[config.mk]
export PLATFORM = sky130hd
export DESIGN_NAME = llhi_ram
export DESIGN_NICKNAME = d
export VERILOG_FILES = /design/src/design/llhi_ram.sv
export SDC_FILE = /design/constraint.sdc
export NUM_CORES = 1
export LEC_CHECK = 0
export ABC_AREA = 1
export BUFFER_PORTS_ARGS = -buffer_cell sky130_fd_sc_hd__buf_4
export CAP_MARGIN = 20
export CORE_MARGIN = 2
export CORE_UTILIZATION = 60
export DETAILED_ROUTE_END_ITERATION = 7
export GPL_TIMING_DRIVEN = 0
export PLACE_DENSITY = 0.81
export SYNTH_ARGS = -nofsm -noshare
export SYNTH_HDL_FRONTEND = slang
export SYNTH_SLANG_ARGS = --single-unit
[constraint.sdc]
create_clock -name clk -period 1.9 [get_ports clk]
set_clock_uncertainty 0.05 [all_clocks]
set_input_delay 0.38 -clock clk [delete_from_list [all_inputs] [get_ports clk]]
set_output_delay 0.38 -clock clk [all_outputs]
set_load 0.05 [all_outputs]
[src/design/llhi_ram.sv]
`default_nettype none
// ---------------------------------------------------------------------------
// Generic simple dual-port RAM
// One write port and one read port; read data is registered.
// ---------------------------------------------------------------------------
module llhi_ram #(
  parameter int WIDTH = 8,
  parameter int DEPTH = 16
) (
  input  wire logic                     clk,
  input  wire logic                     we,
  input  wire logic [$clog2(DEPTH)-1:0] waddr,
  input  wire logic [WIDTH-1:0]         wdata,
  input  wire logic                     re,
  input  wire logic [$clog2(DEPTH)-1:0] raddr,
  output logic      [WIDTH-1:0]         rdata
);

  logic [WIDTH-1:0] mem [DEPTH];

  // Write port.
  always_ff @(posedge clk) begin
    if (we) begin
      mem[waddr] <= wdata;
    end
  end

  // Registered read port.
  always_ff @(posedge clk) begin
    if (re) begin
      rdata <= mem[raddr];
    end
  end

endmodule
`default_nettype wire

==> flow_summary.ini <==
[cts]
cts_root_buf = clkbuf_8
cts_tree = built
clockBufferDepth = 2
clock_latency_ps = 530
clock_sinks = 136
clk_pin_slew_ps = 60
htree_levels = 4
cts_resized = 0
numCtsBuffers = 17
cts.hold.buffers_added = 0
postCtsSetupRepairBufs = 0

[detailed_routing]
routed_wl_mm = 13.6
ant_nets = 0
drtIter0Drc = 445
via_per_inst = 5.51
wl_per_cell_um = 18.4
drt_first_pass_iters = 7
dr_total_vias = 4075
remaining_drc_errors = 0

[min_path]
hold_depth = 1
hp-start = re
min_to = rdata[0]
hp-class = in -> reg

[sta]
hold_viol = 0
relSlewSlack_pct = 36.2
tns_ps = 0
min_period_ps = 1530
max_clock_freq_ghz = 0.654
finalMaxSlewViolations = 0
timing.final.crit_share_pct = 80.5
worst_slack_ps = 371
rsz0062_at_grt = false
tightest_slew_ps = 953
setup_viol = 0

[floorplanning]
initial_core_util_pct = 60.9
io_pins = 27
dieArea_sq_um = 10600
die_h_um = 103
die_w_um = 103
row_count = 36
core-area_sq_um = 9590

[logic_synthesis]
ys_seq_elements = 136
synthDominantCellAreaShare_pct = 69.8
netlist_instances = 551
synth_area_leaders = edfxtp_1, nand2_1, nand3_1
yosys.area.top_type = edfxtp_1
synth-seq-area-share_pct = 69.8
syn-cell-area_sq_um = 5850
syn_avg_cell_area_sq_um = 10.6
ys_types = 11
syn-num-nets = 570
yosys_warnings = 0

[layout]
fin_util_pct = 70.7
n_antenna_cell = 0
final_common_cell = nand2_1
nets = 612
syn_to_final_growth_pct = 15.9
layout_common_cells = nand2_1, edfxtp_1, inv_1
drive_above_1_share_pct = 13.2

[job]
drv_cap = 0

[global_routing]
grt_max_degree = 17
overflow = 0
track_usage_pct = 28.4
grt_pass1_vias = 3845
grt_pass1_wl_mm = 21.0
antenna_found_initial = 0

[worst_setup_path]
end_kind = primary output
crit_type = reg -> out
reg2reg_slack_ps = 640
cpPeakStageDelay_ps = 370
worstPathRequired_ps = 1470
reg2reg_to = rdata[4]
cp_top_family = flip-flops
r2r.worst_path.cells = 6
crit_slowest_cell = edfxtp_1
critPathMaxFanout = 1
worstPathArrival_ps = 1100
r2r-start = mem[10][4]
start_kind = flop
worst-path-buf-inv = 1
path_cells = buf_4

[power]
power_mw = 7.15
peakVddDrop_v = 0.000684
p_per_area_nw_per_um2 = 1050
p_leak_nw = 2.93

[placed_design]
place.gp.congestion = 1.03
dp_hpwl_mm = 8.67
place_ws_ps = -14.2
port_buffers = 23

[run_status]
status = finished, final reports clean
cell families (layout without fill, tap and decap cells):
| logic type | count (synthesis) | count (layout) | synth area share [%] |
|---|---|---|---|
| AND/OR/NAND/NOR | 289 | 289 | 20.8 |
| flip-flops | 136 | 136 | 69.8 |
| buffers and inverters | 126 | 181 | 9.39 |
worst reg2reg max path, cell delays in order (launching register included):
cell	delay, ps
edfxtp_1	360
inv_1	90
nand2_1	60
nand3_1	130
nand3_1	130
nand3_1	130
nand2_1	70
registers in the layout (all words and copies together) (netlist names):
name / cells
mem: 128
rdata: 8
worst max path at each step:
stage,from,to,slack [ps],cells past startpoint
floorplan,waddr[2],mem[10][0],520,2
global placement,waddr[3],mem[5][7],20,3
global route,rdata[3],rdata[3],320,1
detailed placement,waddr[2],mem[8][1],-10,3
finish,rdata[3],rdata[3],370,1
CTS,rdata[3],rdata[3],340,1
cell type report:
cell class / instances / area, sq um
flip-flops and latches: 136 / 4080
fillers: 642 / 2820
multi-input cells: 289 / 1210
clock buffers: 17 / 414
inverters: 102 / 383
clock inverters: 15 / 179
repair buffers: 23 / 173
plain buffers: 24 / 166
well taps: 133 / 166
report_power, final:
part | switching (mW) | internal, mW
combinational | 0.357 | 0.144
sequential | 0.0165 | 3.38
clock | 1.25 | 2.00
total | 1.62 | 5.52
routing by layer:
layer / part of all wire, % / global-route usage (%) / vias up
li1: - / - / 1868
met5: 0 / 0 / -
met1: 39 / 39.5 / 1923
met3: 11 / 6.37 / 38
met4: 2.9 / 14.1 / 0
met2: 47 / 42.8 / 246
per-stage QoR:
step	instance area (sq um)	std cells	hold WS, ps
after floorplan	5850	551	429
after global placement	6190	707	602
after detailed placement	6190	707	609
after CTS	6780	739	56.4
after global routing	6780	739	59.8
final	6780	739	69.8
cell usage after synthesis:
master and number:
nand3_1 97, buf_1 1, nand3b_1 2, buf_4 4, inv_1 100, inv_2 2
nor2_1 17, nand2_1 173, buf_2 13, edfxtp_1 136, buf_6 6
(Power assumes the default switching activity.)
