$ cat src/design/llhi_pkg.sv
`default_nettype none
// ---------------------------------------------------------------------------
// Least-loaded holder index: shared types and constants
// Table sizes, field widths, opcodes, sequencer states and the request
// bundles that drive the entry and link-count memories.
// ---------------------------------------------------------------------------
package llhi_pkg;

  // Table sizes
  localparam int TABLE_ENTRIES = 1024;
  localparam int HOLDERS       = 1024;
  localparam int FILES         = 1024;

  localparam int ENTRY_AW  = $clog2(TABLE_ENTRIES);
  localparam int FILL_W    = $clog2(TABLE_ENTRIES + 1);
  localparam int HOLDER_AW = $clog2(HOLDERS);

  // Field widths
  localparam int OP_W    = 2;
  localparam int FILE_W  = 10;
  localparam int SEG_W   = 16;
  localparam int HOLD_W  = 10;
  localparam int CNT_W   = 16;
  localparam int LIMIT_W = 15;
  localparam int ENTRY_W = FILE_W + SEG_W + HOLD_W;

  localparam logic [CNT_W-1:0] COUNT_MAX = {CNT_W{1'b1}};
  localparam logic [LIMIT_W-1:0] LIMIT_RESET = LIMIT_W'(8);

  // Operation codes
  typedef enum logic [OP_W-1:0] {
    OP_INSERT = 2'd0,
    OP_DELETE = 2'd1,
    OP_SEARCH = 2'd2
  } op_t;

  // Sequencer states
  typedef enum logic [2:0] {
    ST_CLEAR,
    ST_IDLE,
    ST_SCAN,
    ST_FINISH,
    ST_DONE
  } state_t;

  // One stored table entry
  typedef struct packed {
    logic [HOLD_W-1:0] holder;
    logic [SEG_W-1:0]  segment;
    logic [FILE_W-1:0] file;
  } entry_t;

  // One input item
  typedef struct packed {
    logic [OP_W-1:0]   opcode;
    logic [FILE_W-1:0] file_id;
    logic [SEG_W-1:0]  segment_id;
    logic [HOLD_W-1:0] holder_id;
    logic [CNT_W-1:0]  new_link_count;
  } item_t;

  // One result item
  typedef struct packed {
    logic              found;
    logic [HOLD_W-1:0] best_holder;
    logic              status;
  } result_t;

  // Entry memory request
  typedef struct packed {
    logic                we;
    logic [ENTRY_AW-1:0] waddr;
    logic [ENTRY_W-1:0]  wdata;
    logic                re;
    logic [ENTRY_AW-1:0] raddr;
  } ent_req_t;

  // Link-count memory request
  typedef struct packed {
    logic                 we;
    logic [HOLDER_AW-1:0] waddr;
    logic [CNT_W-1:0]     wdata;
    logic                 re;
    logic [HOLDER_AW-1:0] raddr;
  } lnk_req_t;

endpackage
`default_nettype wire

$ cat src/design/llhi_engine.sv
`default_nettype none
// ---------------------------------------------------------------------------
// Least-loaded holder index: scan sequencer
// Walks the stored entries one per cycle through the entry memory, compacts
// the table on insert and delete, and looks up link counts on search.
// ---------------------------------------------------------------------------
module llhi_engine import llhi_pkg::*; (
  input  wire logic               clk,
  input  wire logic               rst,
  input  wire logic [LIMIT_W-1:0] link_limit,
  input  wire logic               in_valid,
  input  wire item_t              in_item,
  output logic                    in_ready,
  output logic                    res_valid,
  input  wire logic               res_ready,
  output result_t                 res,
  output ent_req_t                ent_req,
  input  wire logic [ENTRY_W-1:0] ent_rdata,
  output lnk_req_t                lnk_req,
  input  wire logic [CNT_W-1:0]   lnk_rdata
);

  state_t state, state_next;

  item_t                item;
  logic [FILL_W-1:0]    fill_count;
  logic [FILL_W-1:0]    rd_cnt;
  logic [FILL_W-1:0]    wr_cnt;
  logic [HOLDER_AW-1:0] clr_cnt;
  logic                 s1_valid;
  logic                 s2_valid;
  logic [HOLD_W-1:0]    s2_holder;
  logic                 found;
  logic [CNT_W-1:0]     min_links;
  logic [HOLD_W-1:0]    best;
  logic                 status;

  entry_t            rd_entry;
  logic              in_fire;
  logic              in_go;
  logic              item_search;
  logic              key_match;
  logic              full_match;
  logic              rd_issue;
  logic              scan_done;
  logic              ent_holder_ok;
  logic [CNT_W-1:0]  bound;
  logic              lk_better;
  logic              table_full;
  logic [HOLD_W-1:0] new_holder;

  assign in_ready = (state == ST_IDLE);
  assign in_fire  = in_valid && in_ready;
  assign rd_entry = entry_t'(ent_rdata);

  // Whether an accepted item has any work to do.
  always_comb begin
    in_go = 1'b0;
    if (32'(in_item.file_id) < 32'(FILES)) begin
      case (in_item.opcode)
        OP_INSERT, OP_DELETE: in_go = 32'(in_item.holder_id) < 32'(HOLDERS);
        OP_SEARCH:            in_go = 1'b1;
        default:              in_go = 1'b0;
      endcase
    end
  end

  // Scan datapath decodes.
  assign item_search   = (item.opcode == OP_SEARCH);
  assign key_match     = (rd_entry.file == item.file_id) &&
                         (rd_entry.segment == item.segment_id);
  assign full_match    = key_match && (rd_entry.holder == item.holder_id);
  assign ent_holder_ok = 32'(rd_entry.holder) < 32'(HOLDERS);
  assign rd_issue      = (state == ST_SCAN) && (rd_cnt < fill_count);
  assign scan_done     = (state == ST_SCAN) && (rd_cnt == fill_count) &&
                         !s1_valid && !s2_valid;
  assign bound         = {link_limit, 1'b0};
  assign lk_better     = (lnk_rdata <= bound) && (!found || (lnk_rdata < min_links));
  assign table_full    = (wr_cnt == FILL_W'(TABLE_ENTRIES));
  assign new_holder    = item.holder_id;

  // Next state.
  always_comb begin
    state_next = state;
    case (state)
      ST_CLEAR:  if (clr_cnt == HOLDER_AW'(HOLDERS - 1)) state_next = ST_IDLE;
      ST_IDLE:   if (in_fire) state_next = in_go ? ST_SCAN : ST_DONE;
      ST_SCAN:   if (scan_done) state_next = ST_FINISH;
      ST_FINISH: state_next = ST_DONE;
      ST_DONE:   if (res_ready) state_next = ST_IDLE;
      default:   state_next = ST_IDLE;
    endcase
  end

  // Memory requests and result handshake.
  always_comb begin
    ent_req       = '0;
    lnk_req       = '0;
    res_valid     = 1'b0;
    ent_req.re    = rd_issue;
    ent_req.raddr = rd_cnt[ENTRY_AW-1:0];
    case (state)
      ST_CLEAR: begin
        lnk_req.we    = 1'b1;
        lnk_req.waddr = clr_cnt;
        lnk_req.wdata = '0;
      end
      ST_SCAN: begin
        if (s1_valid && !item_search && !full_match) begin
          ent_req.we    = 1'b1;
          ent_req.waddr = wr_cnt[ENTRY_AW-1:0];
          ent_req.wdata = ent_rdata;
        end
        lnk_req.re    = s1_valid && item_search && key_match && ent_holder_ok;
        lnk_req.raddr = HOLDER_AW'(rd_entry.holder);
      end
      ST_FINISH: begin
        case (item.opcode)
          OP_INSERT: begin
            ent_req.we    = !table_full;
            ent_req.waddr = wr_cnt[ENTRY_AW-1:0];
            ent_req.wdata = {item.holder_id, item.segment_id, item.file_id};
            lnk_req.we    = !table_full;
            lnk_req.waddr = HOLDER_AW'(new_holder);
            lnk_req.wdata = item.new_link_count;
          end
          OP_SEARCH: begin
            lnk_req.we    = found && (min_links != COUNT_MAX);
            lnk_req.waddr = HOLDER_AW'(best);
            lnk_req.wdata = min_links + CNT_W'(1);
          end
          default: ;
        endcase
      end
      ST_DONE: res_valid = 1'b1;
      default: ;
    endcase
  end

  assign res.found       = found;
  assign res.best_holder = best;
  assign res.status      = status;

  // Control state.
  always_ff @(posedge clk) begin
    if (rst) begin
      state      <= ST_CLEAR;
      fill_count <= '0;
      clr_cnt    <= '0;
      s1_valid   <= 1'b0;
      s2_valid   <= 1'b0;
    end else begin
      state    <= state_next;
      s1_valid <= rd_issue;
      s2_valid <= lnk_req.re;
      if (state == ST_CLEAR) begin
        clr_cnt <= clr_cnt + HOLDER_AW'(1);
      end
      if (state == ST_FINISH) begin
        case (item.opcode)
          OP_INSERT: fill_count <= table_full ? wr_cnt : wr_cnt + FILL_W'(1);
          OP_DELETE: fill_count <= wr_cnt;
          default: ;
        endcase
      end
    end
  end

  // Item, counters and running best.
  always_ff @(posedge clk) begin
    if (in_fire) begin
      item      <= in_item;
      rd_cnt    <= '0;
      wr_cnt    <= '0;
      found     <= 1'b0;
      best      <= '0;
      min_links <= '0;
      status    <= 1'b0;
    end else begin
      if (rd_issue) begin
        rd_cnt <= rd_cnt + FILL_W'(1);
      end
      if (ent_req.we && state == ST_SCAN) begin
        wr_cnt <= wr_cnt + FILL_W'(1);
      end
      if (s2_valid && lk_better) begin
        found     <= 1'b1;
        min_links <= lnk_rdata;
        best      <= s2_holder;
      end
      if (state == ST_FINISH && item.opcode == OP_INSERT) begin
        status <= table_full;
      end
    end
    if (lnk_req.re) begin
      s2_holder <= rd_entry.holder;
    end
  end

  // Fill count never exceeds the table size.
  a_fill_bound: assert property (@(posedge clk) disable iff (rst)
    fill_count <= FILL_W'(TABLE_ENTRIES))
    else $error("fill count above table size");

  // Compaction writes never overtake the read pointer.
  a_compact_order: assert property (@(posedge clk) disable iff (rst)
    (state == ST_SCAN) |-> (wr_cnt <= rd_cnt))
    else $error("compaction write pointer ahead of read pointer");

  // A compaction write never hits the entry being read in the same cycle.
  a_no_overlap: assert property (@(posedge clk) disable iff (rst)
    (state == ST_SCAN && ent_req.we && ent_req.re) |-> (ent_req.waddr != ent_req.raddr))
    else $error("entry memory read and write collide");

  // No item is taken while the link counters are being cleared.
  a_clear_block: assert property (@(posedge clk) disable iff (rst)
    (state == ST_CLEAR) |-> (!in_ready && !res_valid))
    else $error("activity during link clear");

  // The link-count memory is read only while searching.
  a_link_read: assert property (@(posedge clk) disable iff (rst)
    lnk_req.re |-> (state == ST_SCAN && item_search))
    else $error("link read outside a search scan");

endmodule
`default_nettype wire
$ cat config.mk
export PLATFORM = sky130hd
export DESIGN_NAME = llhi_engine
export DESIGN_NICKNAME = d
export VERILOG_FILES = /design/src/design/llhi_pkg.sv /design/src/design/llhi_engine.sv
export SDC_FILE = /design/constraint.sdc
export NUM_CORES = 1
export LEC_CHECK = 0
export ABC_AREA = 1
export BUFFER_PORTS_ARGS = -buffer_cell sky130_fd_sc_hd__buf_2
export CORE_AREA = 2 2 197 122
export CTS_BUF_LIST = sky130_fd_sc_hd__clkbuf_16
export DETAILED_ROUTE_END_ITERATION = 10
export DIE_AREA = 0 0 199 124
export GPL_ROUTABILITY_DRIVEN = 1
export PLACE_DENSITY = 0.7
export REMOVE_ABC_BUFFERS = 1
export SYNTH_ARGS = -nofsm -noshare
export SYNTH_HDL_FRONTEND = slang
export SYNTH_SLANG_ARGS = --single-unit
export TNS_END_PERCENT = 100
$ cat constraint.sdc
create_clock -name clk -period 2.6 [get_ports clk]
set_input_delay 0.52 -clock clk [delete_from_list [all_inputs] [get_ports clk]]
set_output_delay 0.52 -clock clk [all_outputs]
set_load 0.01 [all_outputs]
==> results of run 1 <==
worst max-delay path by stage:
stage | start | end | cells past startpoint | slack [ns]
after floorplan | item[53]$_DFFE_PP_ | ent_req[47] | 5 | -0.78
after global placement | ent_rdata[29] | ent_req[44] | 13 | -0.37
after detailed placement | ent_rdata[29] | ent_req[44] | 13 | -0.37
after CTS | item[48]$_DFFE_PP_ | ent_req[46] | 13 | -0.21
after global routing | new_holder[0]$_DFFE_PP_ | ent_req[40] | 12 | -0.29
final | new_holder[0]$_DFFE_PP_ | ent_req[46] | 12 | -0.11
power groups by stage:
stage	clock network, mW	logic, mW	registers [mW]
after detailed placement	0	1.03	2.61
after CTS	2.82	1.05	2.57
final	2.78	1.07	2.57
after global placement	0	1.01	2.61
after global routing	2.90	1.22	2.59
after floorplan	0	0.613	2.61
through the flow:
step	setup slack [ns]	TNS [ns]	util (%)	cells
after floorplan	-0.7849	-37.70	-	1108
after global placement	-0.3710	-5.956	44.80	1692
after detailed placement	-0.3732	-7.353	44.80	1692
after CTS	-0.2139	-8.531	48.75	1738
after global routing	-0.2867	-12.25	50.08	1750
final	-0.1148	-3.494	50.09	1751
layout make-up:
| type | count | area, sq um |
|---|---|---|
| Clock inverter | 13 | 190.2 |
| Fill cell | 2178 | 11360 |
| Inverter | 190 | 745.7 |
| Tap cell | 315 | 394.1 |
| Clock buffer | 19 | 475.5 |
| Sequential cell | 140 | 3457 |
| Multi-Input combinational cell | 778 | 4375 |
| Timing Repair Buffer | 292 | 1743 |
| Timing Repair inverter | 2 | 13.76 |
| Antenna cell | 2 | 5.005 |
cells by family (layout without fill, tap and decap cells):
logic type | Yosys count | count (layout) | share of synthesized area [%]
other cells | 0 | 2 | 0
compound gates | 187 | 187 | 12.23
buf+inv | 240 | 516 | 11.51
simple gates | 505 | 505 | 25.23
fa+ha+maj | 46 | 46 | 6.721
xor+xnor | 40 | 40 | 4.091
flops | 140 | 140 | 40.21
state kept, by name, indices dropped and copies added (netlist names):
name	cells
found	1
state	3
s1_valid	1
best	10
s2_holder	10
new_holder	10
clr_cnt	10
rd_cnt	11
min_links	16
fill_count	11
s2_valid	1
item	44
status	1
wr_cnt	11
cell usage in the layout, fill, tap and decap left out, types with 7 or more instances in the layout:
| master | n |
|---|---|
| o221ai_1 | 10 |
| xnor2_1 | 20 |
| nand4_1 | 19 |
| nor2_4 | 14 |
| buf_6 | 7 |
| clkbuf_16 | 20 |
| dfxtp_1 | 69 |
| nor2_2 | 10 |
| buf_2 | 228 |
| inv_1 | 164 |
| a21oi_1 | 84 |
| nand2_1 | 228 |
| o21ai_0 | 43 |
| nand2_2 | 8 |
| o21ai_1 | 18 |
| ha_1 | 45 |
| nor2_1 | 113 |
| o22ai_1 | 10 |
| nand3_1 | 82 |
| buf_4 | 49 |
| edfxtp_1 | 64 |
| inv_2 | 20 |
| xor2_1 | 19 |
| nor3_1 | 10 |
what timing repair did:
action | CTS | global route
setup buffers | 13 | 9
resized for setup | 44 | 69
gates cloned | 1 | 2
pin swaps | 17 | 29
endpoints found under the setup margin | 69 | 70
hold buffers | 0 | 0
metal layers:
layer  share of wire [%]  GRT usage [%]  vias up
li1                    -              -     4304
met1                  45          30.75     3973
met2                  43          36.63      415
met3                  11          6.959       44
met4                 1.7          6.530        2
met5               0.025              0        -
worst max-delay path: cells and delay by family (launching register included):
kind	cells	cell delay [ns]
flip-flops	1	0.42
buffers and inverters	4	0.43
AND/OR/NAND/NOR	6	0.74
AO/OA/AOI/OAI	2	0.18
==> metrics.md, run 1 <==
| Metric | Value |
|---|---|
| Post-Syn Instances | `1158` |
| Hold Path Origin | `in_item[16]` |
| Clock power frac | `between 40% and 50%` |
| Net load switching power | `~1.8 mW` |
| Crit path max-delay cell type | `edfxtp_1` |
| Routability cong. | `0.9502` |
| RSZ-0062 raised after global routing | `yes` |
| WL final | `roughly 28000 um` |
| CP Class | `flop to primary output` |
| Total power | `around 6.4 mW` |
| TritonCTS Buffers | `17` |
| Synth cell count leaders | `236 x nand2_1, 175 x inv_1, 130 x nor2_1` |
| Worst-skew pair later-pin latency | `roughly 0.43 ns` |
| Clk pin slew, worst setup/hold paths | `0.06 ns` |
| Die Area | `between 20000 and 25000 sq um` |
| Max-slew violation count | `0` |
| Post-layout nets | `~1600` |
| Hold Crit Class | `input port to flop` |
| Ranking of synthesized cells by area | `edfxtp_1 22%, dfxtp_1 18%, nand2_1 10%, inv_1 7.7%, ha_1 6.7%` |
| Power per cell area | `roughly 560 nW/um^2` |
| Cell Int Power | `between 4 and 5 mW` |
| Sequential share of the synthesized area | `between 40% and 50%` |
| Largest stage delay, worst path | `between 0.4 and 0.5 ns` |
| Startpoint Class | `flop` |
| CTS tree | `yes` |
| FF-to-FF path depth | `13` |
| Drt initial violations | `between 700 and 800` |
| Hold depth | `1` |
| Final antenna-violating net count | `0` |
| Initial Util | `between 30 and 40%` |
| Gate power share | `roughly 17%` |
| R2R Path End | `best[2]$_SDFFE_PP0P_` |
| CTS H-Tree Depth | `4` |
| Top cell type by total area after synthesis | `edfxtp_1` |
| Min cycle time layout | `roughly 2.7 ns` |
| Worst r2r src | `min_links[7]$_SDFFE_PP0P_` |
| Crit end category | `primary output` |
| IO buf count | `234` |
| Post-synth EDFFs | `64` |
| Failing checks | `negative setup slack` |
| Post-synth top area share | `between 20% and 30%` |
| Pre-antenna DRT Iters | `5` |
| Initial antenna violation count | `3` |
| Number of global-route vias before repair | `between 8000 and 9000` |
| Leakage | `roughly 5.5 nW` |
| Sink Count | `140` |
| Final instance area | `11400 sq um` |
| Post-Syn Area | `8563 sq um` |
| Ys flop type | `dfxtp_1` |
| Critical-path cell list | `inv_1 -> o21ai_0 -> nor2_2 -> nand3_2 -> nor2_4 -> nand3_4 -> nand2_4 -> inv_8 -> buf_8 -> nand2_1 -> o21ai_0 -> buf_2` |
| Crit-path max FO | `5` |
| CTS Buffer Depth | `2` |
| Core region area | `approximately 23000 sq um` |
| Max Freq | `about 0.37 GHz` |
| Share of power burned in registers | `approximately 40%` |
| Root buf cell | `clkbuf_16` |
| Status | `complete, but fails checks` |
| Overall Global Routing Usage | `between 20% and 30%` |
| Core Rows | `43` |
| Max Clock Skew | `0.01052 ns` |
| Synth warn | `0` |
| Final Hold Fails | `0` |
| Final setup fails | `48` |
| Yosys reg bits | `140` |
| Vias | `about 8700` |
| Pin count of the biggest net entering global routing | `53` |
| Top cell by count, worst path | `o21ai_0` |
| Worst Hold Margin | `roughly 0.26 ns` |
| Final worst slack | `-0.1148 ns` |
| Reg2reg setup slack | `between 0.4 and 0.5 ns` |
| Max Cap Violations | `0` |
| Chip Height | `124 um` |
| Maximum VDD drop | `around 450 uV` |
| Worst hold endpoint | `new_holder[0]$_DFFE_PP_` |
| Max_slew headroom | `between 40% and 50%` |
| Layout cells sized above 1 | `~29%` |
| WP data required | `around 2.1 ns` |
| Synthesized area per cell | `approximately 7.4 sq um` |
| Asr flop ratio synth | `0%` |
| HPWL after DPL | `between 20000 and 25000 um` |
| Most frequent cell after synthesis | `nand2_1` |
| Synth cell types | `39` |
| Switching share of power | `a little over a quarter` |
| # IOs | `around 240` |
| Die X | `between 150 and 200 um` |
| Placed inst area | `around 10000 sq um` |
| Layout area overhead | `33.12%` |
| Drt wl/cell | `around 16 um` |
| Total gr overflow | `0` |
| First-pass GRT wire length | `~44000 um` |
| Residual DRC count | `0` |
| Worst Tran Pin Value | `between 0.7 and 0.8 ns` |
| Arrival @ worst endpoint | `2.19 ns` |
| Vias per cell | `about 5.0` |
| Final Cycle Share | `104.4%` |
Note: power is estimated with default switching activity, not from simulation.
==> run 2, diff against run 1 <==
BUFFER_PORTS_ARGS = default   (was -buffer_cell sky130_fd_sc_hd__buf_2)
DONT_BUFFER_PORTS = 1   (was default)
PLACE_DENSITY = 0.62   (was 0.7)
==> run 2 against run 1 <==
The flow still finishes with violations (negative setup slack). Maximum frequency is 1.1% lower. Combinational power is 15% lower. Worst setup slack worse by 0.029 ns. Sequential power is essentially flat. Power is 9.6% lower. Critical path type unchanged. Critical endpoint is now ent_req[18]. Largest power group is now registers.
==> metrics.md, run 2 (synthesis results as in run 1) <==
| Metric | Value |
|---|---|
| Status | `complete, but fails checks (unchanged)` |
| Failing checks | `negative setup slack (unchanged)` |
| Clk pin slew, worst setup/hold paths | `0.06 ns (about the same)` |
| Residual DRC count | `0 (unchanged)` |
| # IOs | `235 (unchanged)` |
| Drt wl/cell | `17.39 um (was 16.08 um)` |
| Critical-path cell list | `xnor2_1 -> nand2_1 -> nor2_1 -> nand2_1 -> nor2_2 -> buf_6 -> nand3_4 -> nand3_4 -> clkbuf_16 -> o21ai_0 -> buf_4 (was inv_1 -> o21ai_0 -> nor2_2 -> nand3_2 -> nor2_4 -> nand3_4 -> nand2_4 -> inv_8 -> buf_8 -> nand2_1 -> o21ai_0 -> buf_2)` |
| Hold-fix buffers, CTS | `0 (unchanged)` |
| Layout cells sized above 1 | `17.21% (was 28.52%)` |
| Reg area | `3457 sq um (unchanged)` |
| Vias per cell | `5.012 (was 4.990)` |
| WP data required | `2.08 ns (about the same)` |
| Drt initial violations | `592 (was 747)` |
| Max_slew headroom | `46.44% (was 47.00%)` |
| Max Freq | `0.3644 GHz (was 0.3683 GHz)` |
| Max-slew violation count | `0 (unchanged)` |
| Largest registers | `item (44), min_links (16) (unchanged)` |
| Leading cell type in the layout, fill and taps excluded | `nand2_1` |
| Max FFs per register | `44 (unchanged)` |
| Fin Setup TNS | `-4.742 ns (was -3.494 ns)` |
| CTS H-Tree Depth | `4 (unchanged)` |
| Hold depth | `1 (unchanged)` |
| Total power | `5.805 mW (was 6.419 mW)` |
| Vias | `7849 (was 8738)` |
| Post-layout nets | `1407 (was 1592)` |
| Maximum VDD drop | `400.8 uV (was 454.3 uV)` |
| Sink Count | `140 (unchanged)` |
| Startpoint Class | `flop (unchanged)` |
| Power per cell area | `559.4 nW/um^2 (was 563.1 nW/um^2)` |
| Hold Crit Class | `input port to flop (unchanged)` |
| Routability cong. | `0.8962 (was 0.9502)` |
| Crit-path max FO | `12 (was 5)` |
| Final worst slack | `-0.1439 ns (was -0.1148 ns)` |
| WL final | `27230 um (was 28150 um)` |
| Final setup fails | `45 (was 48)` |
| Initial Util | `37.63% (unchanged)` |
| Chip Height | `124 um (unchanged)` |
| Total gr overflow | `0 (unchanged)` |
| Layout area overhead | `21.19% (was 33.12%)` |
| CTS Buffer Depth | `2 (unchanged)` |
| Root buf cell | `clkbuf_16 (unchanged)` |
| CP Class | `flop to primary output (unchanged)` |
| Number of global-route vias before repair | `7252 (was 8265)` |
| IO buf count | `0 (was 234)` |
| Core Rows | `43 (unchanged)` |
| Overall Global Routing Usage | `21.99% (was 23.16%)` |
| TritonCTS Buffers | `17 (unchanged)` |
| Final antenna-violating net count | `0 (unchanged)` |
| Crit end category | `primary output (unchanged)` |
| Final Hold Fails | `0 (unchanged)` |
| Initial antenna violation count | `2 (was 3)` |
| Max Cap Violations | `0 (unchanged)` |
| Most frequent cells in the layout | `229 x nand2_1, 171 x inv_1, 122 x nor2_1 (was 228 x nand2_1, 228 x buf_2, 164 x inv_1)` |
| First-pass GRT wire length | `40500 um (was 43510 um)` |
| Core region area | `22760 sq um (unchanged)` |
| CTS tree | `yes (unchanged)` |
| Leakage | `4.667 nW (was 5.510 nW)` |
| Arrival @ worst endpoint | `2.22 ns (was 2.19 ns)` |
| Worst-skew pair later-pin latency | `0.43 ns (about the same)` |
| Multi-input gate area | `4323 sq um (was 4375 sq um)` |
| Die X | `199 um (unchanged)` |
| Final Cycle Share | `105.5% (was 104.4%)` |
| Pre-antenna DRT Iters | `5 (unchanged)` |
| Worst Tran Pin Value | `0.8022 ns (was 0.7938 ns)` |
| Crit path max-delay cell type | `edfxtp_1 (unchanged)` |
| Max Clock Skew | `0.008345 ns (was 0.01052 ns)` |
| RSZ-0062 raised after global routing | `yes (unchanged)` |
| Register with the most flip-flops | `item (unchanged)` |
| FF-to-FF path depth | `13 (unchanged)` |
| Final core occ | `45.60% (was 50.09%)` |
| Die Area | `24680 sq um (unchanged)` |
| Largest stage delay, worst path | `0.44 ns (was 0.42 ns)` |
| HPWL after DPL | `20710 um (was 21010 um)` |
| Pin count of the biggest net entering global routing | `54 (was 53)` |
| Min cycle time layout | `2.744 ns (was 2.715 ns)` |
| FILL cells | `2259 (was 2178)` |
[run 2: power by group]
part / internal, mW / switching, mW
logic: 0.363 / 0.550
clock network: 1.35 / 0.959
registers: 2.42 / 0.161
[run 2: timing repair]
item                       in CTS  in global routing
pin swaps                      17                 19
resized for setup              39                 53
setup buffers                   4                 10
setup endpoints to repair      63                 70
gates cloned                    0                  2
[run 2: critical path: cells and delay by family, from the launching register on]
kind,cells,cell delay (ns)
compound gates,1,0.08
xor+xnor,1,0.21
buf+inv,3,0.46
flops,1,0.44
simple gates,6,0.59
[run 2: path summary, 6_finish.rpt]
| path | start | endpoint | slack [ns] |
|---|---|---|---|
| setup / recovery | item[26]$_DFFE_PP_ | ent_req[18] | -0.14 |
| hold / removal | rst | state[1]$_SDFFE_PP0P_ | 0.15 |
| setup reg to reg | min_links[7]$_SDFFE_PP0P_ | best[9]$_SDFFE_PP0P_ | 0.50 |
| hold reg to reg | fill_count[5]$_SDFFE_PP0P_ | fill_count[5]$_SDFFE_PP0P_ | 0.50 |
[run 2: per-stage QoR]
step                      setup slack [ns]  hold slack, ns  std cells  cell area (sq um)
after floorplan                    -0.7849          0.4472       1108               8290
after global placement             0.02448          0.4635       1516               9465
after detailed placement           0.01967          0.4847       1516               9465
after CTS                          -0.1699          0.1301       1552              10140
after global routing               -0.2626          0.1276       1564              10370
final                              -0.1439          0.1545       1566              10380
[run 2: per-layer routing]
metal / GRT usage [%] / vias to the layer above / wire length, um
met5: 0 / - / 0
met4: 5.877 / 0 / 286
met3: 7.771 / 17 / 2792
met2: 33.37 / 303 / 11390
met1: 29.69 / 3592 / 12770
li1: - / 3937 / -
[run 2: cell type report]
cell class                      count  area share, %
Clock buffer                       18          4.340
Clock inverter                     14         0.9645
Timing Repair inverter              1        0.08440
Tap cell                          315          3.798
Antenna cell                        2        0.04823
Timing Repair Buffer              108          8.765
Inverter                          190          7.029
Sequential cell                   140          33.31
Multi-Input combinational cell    778          41.66
